## src/rtl/datetime_text_parser_assert.svh

```systemverilog
// Assertion macros shared by the date-time parser modules.
`ifndef DATETIME_TEXT_PARSER_ASSERT_SVH
`define DATETIME_TEXT_PARSER_ASSERT_SVH

// Same-cycle implication, sampled on clk and disabled during rst.
`define DTP_ASSERT_IMPL(label, ante, cons, msg) \
  label: assert property (@(posedge clk) disable iff (rst) (ante) |-> (cons)) else $error(msg);

// Next-cycle implication, sampled on clk and disabled during rst.
`define DTP_ASSERT_NEXT(label, ante, cons, msg) \
  label: assert property (@(posedge clk) disable iff (rst) (ante) |=> (cons)) else $error(msg);

`endif

```

## src/rtl/dtp_pkg.sv

```systemverilog
// Types and constants shared by the date-time parser modules.
package dtp_pkg;

  localparam logic [7:0] CHAR_SPACE = 8'h20;
  localparam logic [7:0] CHAR_TAB   = 8'h09;
  localparam logic [7:0] CHAR_CR    = 8'h0D;
  localparam logic [7:0] CHAR_ZERO  = 8'h30;
  localparam logic [7:0] CHAR_NINE  = 8'h39;
  localparam logic [7:0] CHAR_DASH  = 8'h2D;
  localparam logic [7:0] CHAR_COLON = 8'h3A;

  localparam logic [1:0] FORM_FULL = 2'd0;
  localparam logic [1:0] FORM_DATE = 2'd1;
  localparam logic [1:0] FORM_TIME = 2'd2;

  localparam logic [13:0] EPOCH_YEAR  = 14'd1970;
  localparam logic [4:0]  MONTH_MAX   = 5'd12;
  localparam logic [5:0]  DAY_MAX     = 6'd31;
  localparam logic [4:0]  HOUR_MAX    = 5'd23;
  localparam logic [5:0]  SEXAGES_MAX = 6'd59;

  typedef struct packed {
    logic       is_digit;
    logic       is_space;
    logic       is_dash;
    logic       is_colon;
    logic [3:0] digit;
    logic       last;
  } char_class_t;

endpackage

```

## src/rtl/datetime_text_parser.sv

```systemverilog
// Top level of the streaming date-time text parser.
// Characters arrive on the input channel (in_valid / in_ready) with last_char
// marking the final character of a string; each request carries one byte.
// One result request per string leaves on the output channel (out_valid /
// out_ready) carrying parse_ok, form_kind and the date and time fields.
// A failed string gives parse_ok low and every other field zero.
// Throughput is one character per cycle while results are taken: the front
// end classifies a byte and queues it, and the back end steps the parse
// state machine once per cycle. The back end takes the last character of a
// string from the head of the queue and loads the result register, raising
// out_valid, at the same edge that pops that character from the queue.
// When the receiver stalls, the result register holds, the back end keeps
// consuming characters until the next last character reaches the head of the
// queue, and in_ready drops once one more character sits behind it.
// Reset empties the queue, returns the parser to its start state, drops
// out_valid and clears strict_mode. Write strict_mode through cfg_we and
// cfg_wdata only while no string is in flight.
module datetime_text_parser (
  input  logic        clk,
  input  logic        rst,
  input  logic        cfg_we,
  input  logic        cfg_wdata,
  input  logic        in_valid,
  output logic        in_ready,
  input  logic [7:0]  char_byte,
  input  logic        last_char,
  output logic        out_valid,
  input  logic        out_ready,
  output logic        parse_ok,
  output logic [1:0]  form_kind,
  output logic [13:0] year_out,
  output logic [3:0]  month_out,
  output logic [4:0]  day_out,
  output logic [4:0]  hour_out,
  output logic [5:0]  minute_out,
  output logic [5:0]  second_out
);
  import dtp_pkg::*;

  logic        strict_mode;
  logic        head_valid;
  char_class_t head;
  logic        pop;

  always_ff @(posedge clk) begin
    if (rst) begin
      strict_mode <= 1'b0;
    end else if (cfg_we) begin
      strict_mode <= cfg_wdata;
    end
  end

  dtp_front u_front (
    .clk        (clk),
    .rst        (rst),
    .in_valid   (in_valid),
    .in_ready   (in_ready),
    .char_byte  (char_byte),
    .last_char  (last_char),
    .head_valid (head_valid),
    .head       (head),
    .pop        (pop)
  );

  dtp_back u_back (
    .clk         (clk),
    .rst         (rst),
    .strict_mode (strict_mode),
    .head_valid  (head_valid),
    .head        (head),
    .pop         (pop),
    .out_valid   (out_valid),
    .out_ready   (out_ready),
    .parse_ok    (parse_ok),
    .form_kind   (form_kind),
    .year_out    (year_out),
    .month_out   (month_out),
    .day_out     (day_out),
    .hour_out    (hour_out),
    .minute_out  (minute_out),
    .second_out  (second_out)
  );

endmodule

```

## src/rtl/dtp_front.sv

```systemverilog
// Front end: classifies each character and holds it in a two-entry queue.
`include "datetime_text_parser_assert.svh"

module dtp_front (
  input  logic                clk,
  input  logic                rst,
  input  logic                in_valid,
  output logic                in_ready,
  input  logic [7:0]          char_byte,
  input  logic                last_char,
  output logic                head_valid,
  output dtp_pkg::char_class_t head,
  input  logic                pop
);
  import dtp_pkg::*;

  char_class_t entry [2];
  char_class_t cls;
  logic        wr_ptr;
  logic        rd_ptr;
  logic [1:0]  count;
  logic        push;

  always_comb begin
    cls.is_digit = (char_byte >= CHAR_ZERO) && (char_byte <= CHAR_NINE);
    cls.is_space = (char_byte == CHAR_SPACE) ||
                   ((char_byte >= CHAR_TAB) && (char_byte <= CHAR_CR));
    cls.is_dash  = (char_byte == CHAR_DASH);
    cls.is_colon = (char_byte == CHAR_COLON);
    cls.digit    = char_byte[3:0];
    cls.last     = last_char;
  end

  assign in_ready   = (count != 2'd2);
  assign push       = in_valid && in_ready;
  assign head_valid = (count != 2'd0);
  assign head       = entry[rd_ptr];

  always_ff @(posedge clk) begin
    if (push) begin
      entry[wr_ptr] <= cls;
    end
  end

  always_ff @(posedge clk) begin
    if (rst) begin
      wr_ptr <= 1'b0;
      rd_ptr <= 1'b0;
      count  <= 2'd0;
    end else begin
      if (push) begin
        wr_ptr <= ~wr_ptr;
      end
      if (pop) begin
        rd_ptr <= ~rd_ptr;
      end
      if (push && !pop) begin
        count <= count + 2'd1;
      end else if (pop && !push) begin
        count <= count - 2'd1;
      end
    end
  end

  `DTP_ASSERT_IMPL(q_count_max, 1'b1, count <= 2'd2, "queue count above depth")
  `DTP_ASSERT_IMPL(q_pop_nonempty, pop, count != 2'd0, "pop from empty queue")
  `DTP_ASSERT_NEXT(q_count_track, push && !pop, count == $past(count) + 2'd1, "count missed a push")

endmodule

```

## src/rtl/dtp_back.sv

```systemverilog
// Back end: date-time parse state machine and the result register.
`include "datetime_text_parser_assert.svh"

module dtp_back (
  input  logic                 clk,
  input  logic                 rst,
  input  logic                 strict_mode,
  input  logic                 head_valid,
  input  dtp_pkg::char_class_t head,
  output logic                 pop,
  output logic                 out_valid,
  input  logic                 out_ready,
  output logic                 parse_ok,
  output logic [1:0]           form_kind,
  output logic [13:0]          year_out,
  output logic [3:0]           month_out,
  output logic [4:0]           day_out,
  output logic [4:0]           hour_out,
  output logic [5:0]           minute_out,
  output logic [5:0]           second_out
);
  import dtp_pkg::*;

  typedef enum logic [3:0] {
    PH_LEAD, PH_FIRST, PH_MONTH, PH_DAY, PH_MID,
    PH_HOUR, PH_MINUTE, PH_SECOND, PH_TRAIL
  } phase_t;

  typedef struct packed {
    logic [5:0] v;
    logic [2:0] cnt;
    logic       fail;
  } digit_res_t;

  localparam logic [5:0] MONTH_LEAD_MAX = 6'd1;
  localparam logic [5:0] DAY_LEAD_MAX   = 6'd3;
  localparam logic [5:0] HOUR_LEAD_MAX  = 6'd2;
  localparam logic [5:0] SEXAG_LEAD_MAX = 6'd5;
  localparam logic [13:0] HOUR_FIRST_LIM = 14'd30;

  function automatic digit_res_t take_digit(input logic [5:0] v, input logic [2:0] cnt,
                                            input logic [3:0] d, input logic [5:0] lim);
    digit_res_t r;
    r.v    = v;
    r.cnt  = cnt;
    r.fail = 1'b0;
    if (cnt == 3'd0) begin
      r.v   = {2'b00, d};
      r.cnt = 3'd1;
    end else if ((cnt == 3'd1) && (v <= lim)) begin
      r.v   = 6'(v * 6'd10) + {2'b00, d};
      r.cnt = 3'd2;
    end else begin
      r.fail = 1'b1;
    end
    return r;
  endfunction

  phase_t      phase, phase_next;
  logic [2:0]  digit_count, digit_count_next;
  logic [13:0] first_group, first_group_next;
  logic [4:0]  month_value, month_value_next;
  logic [5:0]  day_value, day_value_next;
  logic [4:0]  hour_value, hour_value_next;
  logic [5:0]  minute_value, minute_value_next;
  logic [5:0]  second_value, second_value_next;
  logic        failed, failed_next;
  logic        time_only, time_only_next;
  digit_res_t  dr;

  logic        date_end, time_end, date_ok, hour_ok;
  logic        res_ok;
  logic [1:0]  res_form;
  logic        res_date, res_time;
  logic        out_zero, out_in_range, state_clear;

  assign pop = head_valid && (!head.last || !out_valid || out_ready);

  always_comb begin
    phase_next        = phase;
    digit_count_next  = digit_count;
    first_group_next  = first_group;
    month_value_next  = month_value;
    day_value_next    = day_value;
    hour_value_next   = hour_value;
    minute_value_next = minute_value;
    second_value_next = second_value;
    failed_next       = failed;
    time_only_next    = time_only;
    dr                = '0;
    if (!failed) begin
      unique case (phase)
        PH_LEAD: begin
          if (head.is_space) begin
          end else if (head.is_digit) begin
            phase_next       = PH_FIRST;
            digit_count_next = 3'd1;
            first_group_next = {10'd0, head.digit};
          end else begin
            failed_next = 1'b1;
          end
        end
        PH_FIRST: begin
          if (head.is_digit) begin
            if (digit_count >= 3'd4) begin
              failed_next = 1'b1;
            end else begin
              first_group_next = 14'(first_group * 14'd10) + {10'd0, head.digit};
              digit_count_next = digit_count + 3'd1;
            end
          end else if (head.is_dash && (digit_count == 3'd4)) begin
            phase_next       = PH_MONTH;
            digit_count_next = 3'd0;
          end else if (head.is_colon && ((digit_count == 3'd1) ||
                       ((digit_count == 3'd2) && (first_group < HOUR_FIRST_LIM)))) begin
            hour_value_next  = first_group[4:0];
            time_only_next   = 1'b1;
            phase_next       = PH_MINUTE;
            digit_count_next = 3'd0;
          end else begin
            failed_next = 1'b1;
          end
        end
        PH_MONTH: begin
          if (head.is_digit) begin
            dr = take_digit({1'b0, month_value}, digit_count, head.digit, MONTH_LEAD_MAX);
            month_value_next = dr.v[4:0];
            digit_count_next = dr.cnt;
            failed_next      = dr.fail;
          end else if (head.is_dash && (digit_count != 3'd0)) begin
            phase_next       = PH_DAY;
            digit_count_next = 3'd0;
          end else begin
            failed_next = 1'b1;
          end
        end
        PH_DAY: begin
          if (head.is_digit) begin
            dr = take_digit(day_value, digit_count, head.digit, DAY_LEAD_MAX);
            day_value_next   = dr.v;
            digit_count_next = dr.cnt;
            failed_next      = dr.fail;
          end else if (head.is_space && (digit_count != 3'd0)) begin
            phase_next = PH_MID;
          end else begin
            failed_next = 1'b1;
          end
        end
        PH_MID: begin
          if (head.is_space) begin
          end else if (head.is_digit) begin
            phase_next       = PH_HOUR;
            digit_count_next = 3'd1;
            hour_value_next  = {1'b0, head.digit};
          end else begin
            failed_next = 1'b1;
          end
        end
        PH_HOUR: begin
          if (head.is_digit) begin
            dr = take_digit({1'b0, hour_value}, digit_count, head.digit, HOUR_LEAD_MAX);
            hour_value_next  = dr.v[4:0];
            digit_count_next = dr.cnt;
            failed_next      = dr.fail;
          end else if (head.is_colon && (digit_count != 3'd0)) begin
            phase_next       = PH_MINUTE;
            digit_count_next = 3'd0;
          end else begin
            failed_next = 1'b1;
          end
        end
        PH_MINUTE: begin
          if (head.is_digit) begin
            dr = take_digit(minute_value, digit_count, head.digit, SEXAG_LEAD_MAX);
            minute_value_next = dr.v;
            digit_count_next  = dr.cnt;
            failed_next       = dr.fail;
          end else if (head.is_colon && (digit_count != 3'd0)) begin
            phase_next       = PH_SECOND;
            digit_count_next = 3'd0;
          end else begin
            failed_next = 1'b1;
          end
        end
        PH_SECOND: begin
          if (head.is_digit) begin
            dr = take_digit(second_value, digit_count, head.digit, SEXAG_LEAD_MAX);
            second_value_next = dr.v;
            digit_count_next  = dr.cnt;
            failed_next       = dr.fail;
          end else if (head.is_space && (digit_count != 3'd0)) begin
            phase_next = PH_TRAIL;
          end else begin
            failed_next = 1'b1;
          end
        end
        PH_TRAIL: begin
          if (!head.is_space) begin
            failed_next = 1'b1;
          end
        end
        default: begin
          failed_next = 1'b1;
        end
      endcase
    end
  end

  always_comb begin
    date_end = ((phase_next == PH_DAY) && (digit_count_next != 3'd0)) ||
               (phase_next == PH_MID);
    time_end = ((phase_next == PH_SECOND) && (digit_count_next != 3'd0)) ||
               (phase_next == PH_TRAIL);
    date_ok  = (month_value_next != 5'd0) && (month_value_next <= MONTH_MAX) &&
               (day_value_next != 6'd0) && (day_value_next <= DAY_MAX);
    hour_ok  = (hour_value_next <= HOUR_MAX);
    res_ok   = 1'b0;
    res_form = FORM_FULL;
    res_date = 1'b0;
    res_time = 1'b0;
    if (!failed_next) begin
      priority if (date_end && !strict_mode && date_ok) begin
        res_ok   = 1'b1;
        res_form = FORM_DATE;
        res_date = 1'b1;
      end else if (time_end && time_only_next) begin
        if (!strict_mode && hour_ok) begin
          res_ok   = 1'b1;
          res_form = FORM_TIME;
          res_time = 1'b1;
        end
      end else if (time_end && date_ok && hour_ok) begin
        res_ok   = 1'b1;
        res_form = FORM_FULL;
        res_date = 1'b1;
        res_time = 1'b1;
      end else begin
      end
    end
  end

  always_ff @(posedge clk) begin
    if (rst) begin
      phase        <= PH_LEAD;
      digit_count  <= 3'd0;
      first_group  <= '0;
      month_value  <= '0;
      day_value    <= '0;
      hour_value   <= '0;
      minute_value <= '0;
      second_value <= '0;
      failed       <= 1'b0;
      time_only    <= 1'b0;
      out_valid    <= 1'b0;
    end else begin
      if (pop && head.last) begin
        phase        <= PH_LEAD;
        digit_count  <= 3'd0;
        first_group  <= '0;
        month_value  <= '0;
        day_value    <= '0;
        hour_value   <= '0;
        minute_value <= '0;
        second_value <= '0;
        failed       <= 1'b0;
        time_only    <= 1'b0;
        out_valid    <= 1'b1;
        parse_ok     <= res_ok;
        form_kind    <= res_form;
        if (res_date) begin
          year_out  <= first_group_next;
          month_out <= month_value_next[3:0];
          day_out   <= day_value_next[4:0];
        end else if (res_time) begin
          year_out  <= EPOCH_YEAR;
          month_out <= 4'd1;
          day_out   <= 5'd1;
        end else begin
          year_out  <= '0;
          month_out <= '0;
          day_out   <= '0;
        end
        if (res_time) begin
          hour_out   <= hour_value_next;
          minute_out <= minute_value_next;
          second_out <= second_value_next;
        end else begin
          hour_out   <= '0;
          minute_out <= '0;
          second_out <= '0;
        end
      end else begin
        if (pop) begin
          phase        <= phase_next;
          digit_count  <= digit_count_next;
          first_group  <= first_group_next;
          month_value  <= month_value_next;
          day_value    <= day_value_next;
          hour_value   <= hour_value_next;
          minute_value <= minute_value_next;
          second_value <= second_value_next;
          failed       <= failed_next;
          time_only    <= time_only_next;
        end
        if (out_ready) begin
          out_valid <= 1'b0;
        end
      end
    end
  end

  assign out_zero = (form_kind == FORM_FULL) && (year_out == 14'd0) && (month_out == 4'd0) &&
                    (day_out == 5'd0) && (hour_out == 5'd0) && (minute_out == 6'd0) &&
                    (second_out == 6'd0);
  assign out_in_range = (month_out != 4'd0) && ({1'b0, month_out} <= MONTH_MAX) &&
                        (day_out != 5'd0) && (hour_out <= HOUR_MAX) &&
                        (minute_out <= SEXAGES_MAX) && (second_out <= SEXAGES_MAX);
  assign state_clear = (phase == PH_LEAD) && !failed && !time_only && (digit_count == 3'd0);

  `DTP_ASSERT_IMPL(fail_all_zero, out_valid && !parse_ok, out_zero, "failed result not all zero")
  `DTP_ASSERT_IMPL(ok_in_range, out_valid && parse_ok, out_in_range, "accepted result out of range")
  `DTP_ASSERT_NEXT(clear_after_last, pop && head.last, state_clear, "state not cleared after last")

endmodule
```

## config.mk

```make
export PLATFORM = sky130hd
export DESIGN_NAME = datetime_text_parser
export DESIGN_NICKNAME = d
export VERILOG_FILES = /design/src/rtl/dtp_pkg.sv /design/src/rtl/datetime_text_parser.sv /design/src/rtl/dtp_front.sv /design/src/rtl/dtp_back.sv
export VERILOG_INCLUDE_DIRS = /design/src /design/src/rtl
export SDC_FILE = /design/constraint.sdc
export NUM_CORES = 1
export LEC_CHECK = 0
export ABC_AREA = 1
export BUFFER_PORTS_ARGS = -buffer_cell sky130_fd_sc_hd__buf_2
export CORE_ASPECT_RATIO = 1.25
export CORE_MARGIN = 3
export CORE_UTILIZATION = 40
export DETAILED_ROUTE_END_ITERATION = 7
export HOLD_SLACK_MARGIN = 0.02
export PLACE_DENSITY = 0.58
export RECOVER_POWER = 50
export SYNTH_ARGS = -nofsm -noshare
export SYNTH_HDL_FRONTEND = slang
export SYNTH_SLANG_ARGS = --single-unit
```

## constraint.sdc

```tcl
create_clock -name clk -period 6.95 [get_ports clk]
set_input_delay 0.695 -clock clk [delete_from_list [all_inputs] [get_ports clk]]
set_output_delay 0.695 -clock clk [all_outputs]
set_load 0.02 [all_outputs]
```

==> impl_results.md <==
- Outcome: finished, violations left
- Failing checks: capacitance limit, slew limit
- Multiplexer share of the synthesized area: less than 1%
- Synth Area in XOR/XNOR: 2.38%
- Resized cells post-CTS: 0
- Vias in the first global route: between 7,000 and 8,000
- Final setup fails: 0
- Simple-Gate Fraction of Synth Area: around 27%
- CTS Buffer Depth: 2
- Sw Pwr: 0.00230 W
- Initial Utilization: around 41%
- Setup crit start kind: register
- RSZ-0062 raised after global routing: no
- Critical Path End: u_back.digit_count[1]$_SDFFE_PP0P_
- Initial antenna violation count: 0
- Pleak: roughly 4.3 nW
- FILL cells: roughly 2,100
- Detail Route Antenna Nets: 0
- Remaining Overflow, GRT: 0
- CP Data Required Time: around 7.3 ns
- DRT Pass-1 Iters: 8
- Total CTS buffers: 17
- PD cells: between 400 and 500 nW/um^2
- Syn Inst Count: ~1,200
- Crit path DAT: 5.13 ns
- Hold buffers post-CTS: 0
- Register-to-Register Setup Slack: approximately 2.1 ns
- Routed WL: ~25,000 um
- Synth Area in Compound Gates: 15.6%
- Most common cell after layout, fill and taps aside: nand2_1
- Clock tree from TritonCTS: built
- Post-synthesis sequential area ratio: 35.4%
- Top_reg_cell synth: edfxtp_1
- Tmin final: approximately 4.8 ns
- Post-synth EDFFs: roughly 60
- DR DRC count: 0
- Die height: around 170 um
- Die Width: approximately 140 um
- Combinational Power Share: between 50% and 60%
- Post-synth ARST share: 0%
- CTS clock-pin slew for the worst setup and hold paths: 0.06 ns
- Largest net degree at the start of global routing: 59
- Peak Freq: 207 MHz
- Worst Reg-to-Reg Cells: 10
- PortBufs: 59
- Reg2reg end: u_back.digit_count[1]$_SDFFE_PP0P_
- YS warnings: 0
- Final Cycle Share: 69.5%
- Max cap viols: 3
- # diodes: 0
- Wirelength per Cell: between 15 and 20 um
- Sequential Area: ~3000 sq um
- Area grow syn2layout: 11.7%
- Post-Syn Nets: 1,226
- I/O pin total: 60
- Initial DRC count: approximately 640
- Adder-Cell Fraction of Synth Area: about a tenth
- Final hold slack: around 0.46 ns
- Post-DP HPWL: roughly 18,000 um
- Layout cells sized above 1: 8.19%
- Largest fanout on the critical path: between 50 and 60
- VDD IR-drop max: ~0.30 mV
- Max Slew Vio Count: 150
- Worst slew pin tran: roughly 2.7 ns
- Post-CTS Setup Bufs: 0
- Count of final hold-check violations: 0
- Total number of vias: a little under 8,000
- First-pass GRT wire length: roughly 39,000 um
- Placer Congestion: roughly 1
- Sw Ratio: 50.7%
- Post-Syn Area: between 8000 and 9000 sq um
- Reg power frac: 26.2%
- Hold Crit Class: in2reg
- TNS Setup: 0 ns
- Worst setup EP type: register
- Synth Register Bits: ~120
- Syn_area_per_cell: around 7.3 sq um
- Most frequent cells in the layout: 265 x nand2_1, 165 x inv_1, 116 x nor2_1
- Clock Tree Root: clkbuf_16
- Worst skew pair latency: about 0.43 ns
- CTS sink count: ~120
- Power share of the clock group: 18.6%
- Tot GR Track Use: around 22%
- Main combinational cell family by area after synthesis: simple AND/OR/NAND/NOR gates
- Cell row count: 58
- Setup Skew: 0.0142 ns
- Nets: 1,283
- Area occupied by multi-input gates: 4640 sq um
- Pint: 0.00224 W
- CTS H-tree depth: 4
- Rel. slew slack: -77.5%
- CORE AREA: a little over 20,000 sq um
- Die area: ~23,000 sq um
- Vias per inst: 5.22
- Number of distinct library cells after synthesis: between 50 and 60
- CP Class: reg2reg
[final cells by class]
type                       instances  share of cell area, %
clock buffer                      21                   4.67
inverter                         176                   7.02
clock inverter                    11                   1.15
sequential                       119                   31.7
timing repair buffer              64                   2.74
tap                              270                   3.58
multi-input combinational        830                   49.1
[power groups by stage]
stage / clock, W / combinational, W / sequential [W]
6_report: 0.000844 / 0.00251 / 0.00119
5_1_grt: 0.000889 / 0.00284 / 0.00122
4_1_cts: 0.000855 / 0.00251 / 0.00118
3_5_place_dp: 0 / 0.00250 / 0.00119
3_3_place_gp: 0 / 0.00249 / 0.00120
2_1_floorplan: 0 / 0.00187 / 0.00115
[per-stage QoR]
step | utilization [%] | area (sq um) | std cells | power, W | worst slack, ns
finish | 46.1 | 9440 | 1491 | 0.00454 | 2.12
global route | 46.1 | 9440 | 1491 | 0.00495 | 1.56
CTS | 46.5 | 9520 | 1491 | 0.00455 | 3.07
detailed placement | 43.8 | 8970 | 1459 | 0.00369 | 3.06
global placement | 43.8 | 8970 | 1459 | 0.00369 | 3.17
floorplan | - | 8450 | 1151 | 0.00303 | 3.57
[flip-flops by register name, indices dropped and copies added, names as in the netlist, 2 cells and up, named ones only]
signal               cells
u_front.entry           18
u_back.first_group      14
u_back.year_out         14
u_back.day_value         6
u_back.minute_out        6
u_back.minute_value      6
u_back.second_out        6
u_back.second_value      6
u_back.day_out           5
u_back.hour_out          5
u_back.hour_value        5
u_back.month_value       5
u_back.month_out         4
u_back.phase             4
u_back.digit_count       3
u_back.form_kind         2
u_front.count            2
[routing by layer]
layer / GRT usage, % / part of all wire (%)
met1: 28.3 / 44
met2: 37.6 / 48
met3: 2.82 / 4.6
met5: 0 / 0
met4: 9.03 / 3.1
[kinds of logic (layout without fill, tap and decap cells)]
family,count (synthesis),after routing
AOI/OAI and AO/OA,228,228
xor gates and xnor gates,23,23
adders and majority gates,60,60
buffers and inverters,202,272
DFF,119,119
muxes,2,2
and+or+nand+nor,517,517
[cells in the mapped netlist, types with 3 or more instances]
cell type	number	share of area [%]
a211oi_1	3	0.27
a21oi_1	75	4.4
a31oi_1	5	0.37
a32o_1	3	0.36
buf_2	5	0.30
buf_6	3	0.40
clkbuf_1	13	0.58
dfxtp_1	58	14
edfxtp_1	61	22
fa_1	7	1.7
ha_1	53	7.8
inv_1	164	7.3
inv_2	10	0.44
nand2_1	265	12
nand2_2	9	0.67
nand2_4	3	0.40
nand3_1	54	3.2
nand3_2	3	0.36
nand3b_1	5	0.44
nand4_1	8	0.59
nor2_1	117	5.2
nor2_2	9	0.67
nor2_4	13	1.7
nor3_1	20	1.2
o2111ai_1	3	0.31
o211ai_1	14	1.2
o21ai_0	85	5.0
o21ai_1	12	0.71
o21ai_2	3	0.31
o22ai_1	4	0.30
o31ai_1	5	0.44
or2_2	4	0.30
xnor2_1	13	1.3
xor2_1	10	1.0
[critical path, cell delays in order (launching register included)]
cell and delay, ns:
dfxtp_1 0.61, inv_1 0.22, nand2_1 0.10, nand2_1 0.07, nand3_1 0.07, o21ai_0 0.07
clkbuf_1 0.82, inv_1 0.27, clkbuf_1 1.92, o21ai_0 0.21, a21oi_1 0.32
[worst min-delay path by stage]
stage	startpoint	to	cells past startpoint
2_1_floorplan	u_front.rd_ptr$_SDFFE_PP0P_	register	1
3_3_place_gp	u_front.rd_ptr$_SDFFE_PP0P_	u_front.rd_ptr$_SDFFE_PP0P_	1
3_5_place_dp	u_front.rd_ptr$_SDFFE_PP0P_	register	1
4_1_cts	last_char	u_front.entry[0][0]$_DFFE_PP_	1
5_1_grt	last_char	u_front.entry[1][0]$_DFFE_PP_	1
6_report	last_char	u_front.entry[0][0]$_DFFE_PP_	1
No activity file was read; power rests on OpenSTA's default activity.
